<file path="src/gbc_pkg.sv">
// Package with shared types, op codes and constants of the gesture box classifier.
package gbc_pkg;

    localparam int SampleBits  = 10;
    localparam int NumChannels = 11;
    localparam int LowChannels = 6;
    localparam int BoundBits   = 12;

    typedef enum logic [1:0] {
        OP_CLASSIFY = 2'd0,
        OP_TRAIN    = 2'd1,
        OP_REMOVE   = 2'd2,
        OP_NONE     = 2'd3
    } op_t;

    localparam logic REG_TRAIN_MARGIN = 1'b0;
    localparam logic REG_STABLE_LIMIT = 1'b1;

    typedef struct packed {
        logic [1:0]  op;
        logic [7:0]  label;
        logic [59:0] samples_low;
        logic [49:0] samples_high;
    } in_item_t;

    typedef struct packed {
        logic       stable;
        logic       matched;
        logic [7:0] match_label;
        logic       announce;
        logic       train_full;
        logic       remove_missing;
    } out_item_t;

    // Commands from the controller to the datapath.
    typedef struct packed {
        logic load;       // capture request, update averages on classify
        logic clr_scan;   // reset entry index
        logic next_entry; // advance entry index
        logic do_swap;    // swap current entry with the previous one
        logic do_widen;   // widen current entry box
        logic do_append;  // write new entry at the end
        logic do_shift;   // move entry index+1 down to index
        logic dec_count;  // drop last entry
    } cmd_t;

    // Status from the datapath to the controller.
    typedef struct packed {
        logic       stable;
        logic       at_end;     // index reached entry count
        logic       last_shift; // index+1 reached entry count
        logic       first;      // index is the first entry
        logic       hit_box;    // current entry holds the sample
        logic       hit_label;  // current entry carries the request label
        logic       full;
        logic [1:0] op;
    } status_t;

endpackage

</file>
<file path="src/gbc_ctrl.sv">
// Controller: sequences one request through the entry walk and drives the result.
module gbc_ctrl (
    input  logic              clk,
    input  logic              rst_n,
    input  logic              in_valid,
    output logic              in_ready,
    output logic              out_valid,
    input  logic              out_ready,
    output gbc_pkg::cmd_t     cmd,
    input  gbc_pkg::status_t  status,
    input  logic [7:0]        entry_label,
    output gbc_pkg::out_item_t out_item
);
    typedef enum logic [2:0] {
        S_IDLE, S_DECIDE, S_SCAN, S_SHIFT, S_OUT
    } state_t;

    state_t state_reg;
    logic announced_reg;
    gbc_pkg::out_item_t res_reg;

    assign in_ready  = (state_reg == S_IDLE);
    assign out_valid = (state_reg == S_OUT);
    assign out_item  = res_reg;

    // Command decode.
    always_comb
    begin
        cmd = '0;
        unique case (state_reg)
            S_IDLE:
            begin
                cmd.load     = in_valid;
                cmd.clr_scan = in_valid;
            end
            S_SCAN:
            begin
                if (!status.at_end)
                begin
                    if (status.op == gbc_pkg::OP_CLASSIFY)
                    begin
                        if (status.hit_box)
                        begin
                            cmd.do_swap = !status.first;
                        end
                        else
                        begin
                            cmd.next_entry = 1'b1;
                        end
                    end
                    else if (status.hit_label)
                    begin
                        cmd.do_widen = (status.op == gbc_pkg::OP_TRAIN);
                    end
                    else
                    begin
                        cmd.next_entry = 1'b1;
                    end
                end
                else if (status.op == gbc_pkg::OP_TRAIN && !status.full)
                begin
                    cmd.do_append = 1'b1;
                end
            end
            S_SHIFT:
            begin
                if (status.last_shift)
                begin
                    cmd.dec_count = 1'b1;
                end
                else
                begin
                    cmd.do_shift = 1'b1;
                end
            end
            default:
            begin
            end
        endcase
    end

    // State and result register.
    always_ff @(posedge clk or negedge rst_n)
    begin
        if (!rst_n)
        begin
            state_reg     <= S_IDLE;
            announced_reg <= 1'b0;
            res_reg       <= '0;
        end
        else
        begin
            unique case (state_reg)
                S_IDLE:
                begin
                    if (in_valid)
                    begin
                        res_reg   <= '0;
                        state_reg <= S_DECIDE;
                    end
                end
                S_DECIDE:
                begin
                    if (status.op == gbc_pkg::OP_CLASSIFY && !status.stable)
                    begin
                        announced_reg <= 1'b0;
                        state_reg     <= S_OUT;
                    end
                    else if (status.op == gbc_pkg::OP_NONE)
                    begin
                        state_reg <= S_OUT;
                    end
                    else
                    begin
                        state_reg <= S_SCAN;
                    end
                end
                S_SCAN:
                begin
                    if (status.at_end)
                    begin
                        res_reg.stable         <= (status.op == gbc_pkg::OP_CLASSIFY);
                        res_reg.train_full     <= (status.op == gbc_pkg::OP_TRAIN) && status.full;
                        res_reg.remove_missing <= (status.op == gbc_pkg::OP_REMOVE);
                        state_reg              <= S_OUT;
                    end
                    else if (status.op == gbc_pkg::OP_CLASSIFY && status.hit_box)
                    begin
                        // Swap with the previous entry happens on this edge when not first.
                        res_reg.stable      <= 1'b1;
                        res_reg.matched     <= 1'b1;
                        res_reg.match_label <= entry_label;
                        res_reg.announce    <= !announced_reg;
                        announced_reg       <= 1'b1;
                        state_reg           <= S_OUT;
                    end
                    else if (status.op != gbc_pkg::OP_CLASSIFY && status.hit_label)
                    begin
                        state_reg <= (status.op == gbc_pkg::OP_TRAIN) ? S_OUT : S_SHIFT;
                    end
                end
                S_SHIFT:
                begin
                    if (status.last_shift)
                    begin
                        state_reg <= S_OUT;
                    end
                end
                S_OUT:
                begin
                    if (out_ready)
                    begin
                        state_reg <= S_IDLE;
                    end
                end
                default:
                begin
                    state_reg <= S_IDLE;
                end
            endcase
        end
    end
endmodule

</file>
<file path="config.mk">
export PLATFORM = sky130hd
export DESIGN_NAME = gbc_ctrl
export DESIGN_NICKNAME = d
export VERILOG_FILES = /design/src/gbc_pkg.sv /design/src/gbc_ctrl.sv
export SDC_FILE = /design/constraint.sdc
export NUM_CORES = 1
export LEC_CHECK = 0
export BUFFER_PORTS_ARGS = -buffer_cell sky130_fd_sc_hd__clkbuf_2
export CORE_MARGIN = 2
export CORE_UTILIZATION = 33
export CTS_CLUSTER_DIAMETER = 100
export DETAILED_ROUTE_END_ITERATION = 6
export GPL_TIMING_DRIVEN = 0
export PLACE_DENSITY = 0.58
export RECOVER_POWER = 100
export SLEW_MARGIN = 20
export SYNTH_ARGS = -nofsm -noshare
export SYNTH_HDL_FRONTEND = slang
export SYNTH_SLANG_ARGS = --single-unit
</file>
<file path="constraint.sdc">
create_clock -name clk -period 1.22 [get_ports clk]
set_input_delay 0.122 -clock clk [delete_from_list [all_inputs] [get_ports clk]]
set_output_delay 0.122 -clock clk [all_outputs]
set_load 0.02 [all_outputs]
</file>
==> impl_metrics.json <==
{
  "violations": "negative setup slack",
  "grt.total_usage": 0.1749,
  "syn-cell-area_mm2": 0.001025,
  "clock-sinks": 17,
  "met1Wirelength_mm": 1.223,
  "power.leakage_nw": 0.9012,
  "power.density_mw_per_mm2": 2019,
  "fillers": 253,
  "finalCritPeriodShare": 1.449,
  "io_pins": 44,
  "wl_met3_um": 155,
  "synthToLayoutAreaGrowth_pct": 81.93,
  "grt_pass1_wl_mm": 4.761,
  "fin_ws_ps": -548.1,
  "grt_start_max_net_pins": 18,
  "hold_viol": 0,
  "num_vias": 1105,
  "final-setup-viol-count": 27,
  "htreeDepth": 1,
  "antenna_found_initial": 0,
  "dp_hpwl_mm": 1.887,
  "fin_area_mm2": 0.001864,
  "synth_warnings": 0,
  "drv_cap": 0,
  "worstReg2RegStart": "state_reg[0]",
  "worstSetupPathType": "register to output port",
  "postRouteAntennaNets": 0,
  "min_period_ps": 1768,
  "fin_util": 0.6208,
  "firstDrtPassIters": 4,
  "gp_congestion": 0.7614,
  "crit_arrival_ps": 1650,
  "skew_ps": 4.850,
  "critical_path_required_ps": 1100,
  "routed_wl_mm": 3.051,
  "pre_cts_ws_ps": -288.8,
  "die_w_um": 59.73,
  "cp_slowest_stage_delay_ps": 480,
  "power_mw": 3.764,
  "overflow": 0,
  "rsz0062_at_grt": "yes",
  "wire_per_inst_um": 14.00,
  "viasPerCell": 5.069,
  "final_max_slew_viol_count": 0,
  "status": "finished with violations",
  "clockBufferDepth": 2,
  "core_mm2": 0.003003,
  "cts_buffers": 3,
  "io_buffers": 42,
  "worstSetupEndpointType": "output port",
  "final_common_cell": "nand2_1",
  "max-vdd-ir-drop_v": 0.0008802,
  "finalNonFillerCells": 218,
  "cts_root_buffer": "clkbuf_4",
  "synth.distinct_cells": 35,
  "clk_pin_slew_ps": 100,
  "drt_iter0_drc": 39,
  "synthArstFlopShare": 1.000,
  "final_cell_mix": "20 x nand2_1, 19 x clkbuf_2, 16 x dfrtp_1, 16 x buf_4, 14 x clkbuf_1",
  "r2r_setup_slack_ps": -440,
  "critPathTopFamily": "simple AND/OR/NAND/NOR gates",
  "ys_ff_latch": 17,
  "die_h_um": 59.73,
  "crit_path_start": "state_reg[0]",
  "grt_pass1_vias": 1104,
  "clock_latency_ps": 290,
  "drive_gt1_frac": 0.5405,
  "wl_met2_mm": 1.603,
  "largest_register_ffs": 13,
  "ys.flop_type": "dfrtp_1",
  "cp-start-kind": "register",
  "finalNetCount": 207,
  "hp-start": "out_ready",
  "place_inst": 187,
  "dieArea_mm2": 0.003567,
  "synth_cells": 112,
  "tightest_slew_ps": 437.4,
  "synth_nets": 133,
  "cts_tree": "yes",
  "start_util": 0.3413,
  "highest_layer": "met4",
  "crit_path_cell_trace": "or3b_4, buf_6, nor3_4, clkbuf_8",
  "path_buf_inv": 2,
  "synth_edf_count": 0,
  "antenna_cells": 0,
  "slew_headroom": 0.7084,
  "hp-class": "input pin to register",
  "synth.yosys.seq_area_share": 0.4151,
  "syn_avg_cell_area_um2": 9.149,
  "crit_fanout": 5,
  "rows": 20,
  "drc": 0,
  "fmax_ghz": 0.5656,
  "critical_path.slowest_cell": "dfrtp_2",
  "placed_area_mm2": 0.001369
}
## logic make-up after synthesis
| group | synth area share |
|---|---|
| DFF | 0.4151 |
| and+or+nand+nor | 0.2454 |
| AOI/OAI and AO/OA | 0.1294 |
| muxes | 0.1221 |
| buffers and inverters | 0.08790 |
## power breakdown
part           total [mW]  leakage [nW]  switching [mW]  internal (mW)
registers           0.841         0.229           0.128          0.712
clock network       0.298        0.0150           0.171          0.127
logic                2.63         0.657            1.18           1.45
## repair_timing
action | CTS | global route
pin swaps | 13 | 14
endpoints found under the hold margin | 17 | 0
hold buffers | 1 | 0
setup buffers | 18 | 7
cloned | 1 | 1
endpoints found under the setup margin | 27 | 27
gates resized for setup | 43 | 28
## per-layer routing
layer | up-vias | global-route usage
met4 | 0 | 0.06984
met1 | 522 | 0.1946
li1 | 536 | -
met3 | 6 | 0.02165
met2 | 41 | 0.3307
met5 | - | 0
## worst reg2reg max path, delay by kind of cell, from the launching register on
family | cells | cell delay, ps
flops | 1 | 480
buf+inv | 3 | 440
simple gates | 2 | 280
compound gates | 1 | 200
mux | 1 | 170
## cell type report
cell class,instances,area (um^2),area share
Multi-Input combinational cell,80,678.2,0.3638
Timing Repair Buffer,70,569.3,0.3054
Sequential cell,17,426.7,0.2289
Buffer,8,90.09,0.04832
Tap cell,33,41.29,0.02215
Inverter,6,32.53,0.01745
Clock buffer,4,26.28,0.01409
## stage by stage
step	hold WS, ps	setup TNS (ps)
6_report	20.19	-9794
5_1_grt	10.52	-11610
4_1_cts	8.143	-10450
3_5_place_dp	83.29	-4058
3_3_place_gp	78.16	-3838
2_1_floorplan	-173.6	-2884
## synth_stat cells, types with 2 or more instances
| master | number | area [um^2] |
|---|---|---|
| nand2_1 | 25 | 93.84 |
| dfrtp_1 | 17 | 425.4 |
| mux2i_1 | 11 | 110.1 |
| nor2_1 | 7 | 26.28 |
| inv_1 | 6 | 22.52 |
| a21oi_1 | 3 | 15.01 |
| buf_2 | 3 | 15.01 |
| buf_6 | 3 | 33.78 |
| nand3_1 | 3 | 15.01 |
| o21ai_0 | 3 | 15.01 |
| a21o_1 | 2 | 15.01 |
| and3_1 | 2 | 12.51 |
| buf_4 | 2 | 15.01 |
| nor3_2 | 2 | 20.02 |
| o21bai_1 | 2 | 15.01 |
| or3_1 | 2 | 12.51 |
## path summary, 6_finish.rpt
path                                      to  depth (start not counted)
worst min register to register   out_item[1]                          2
max in group asynchronous       state_reg[0]                          2
worst min-delay path            state_reg[2]                          2
worst max register to register   out_item[4]                          7
worst max-delay path                  cmd[5]                          4
min in group asynchronous       state_reg[1]                          2
Note: power is estimated with default switching activity, not from simulation.
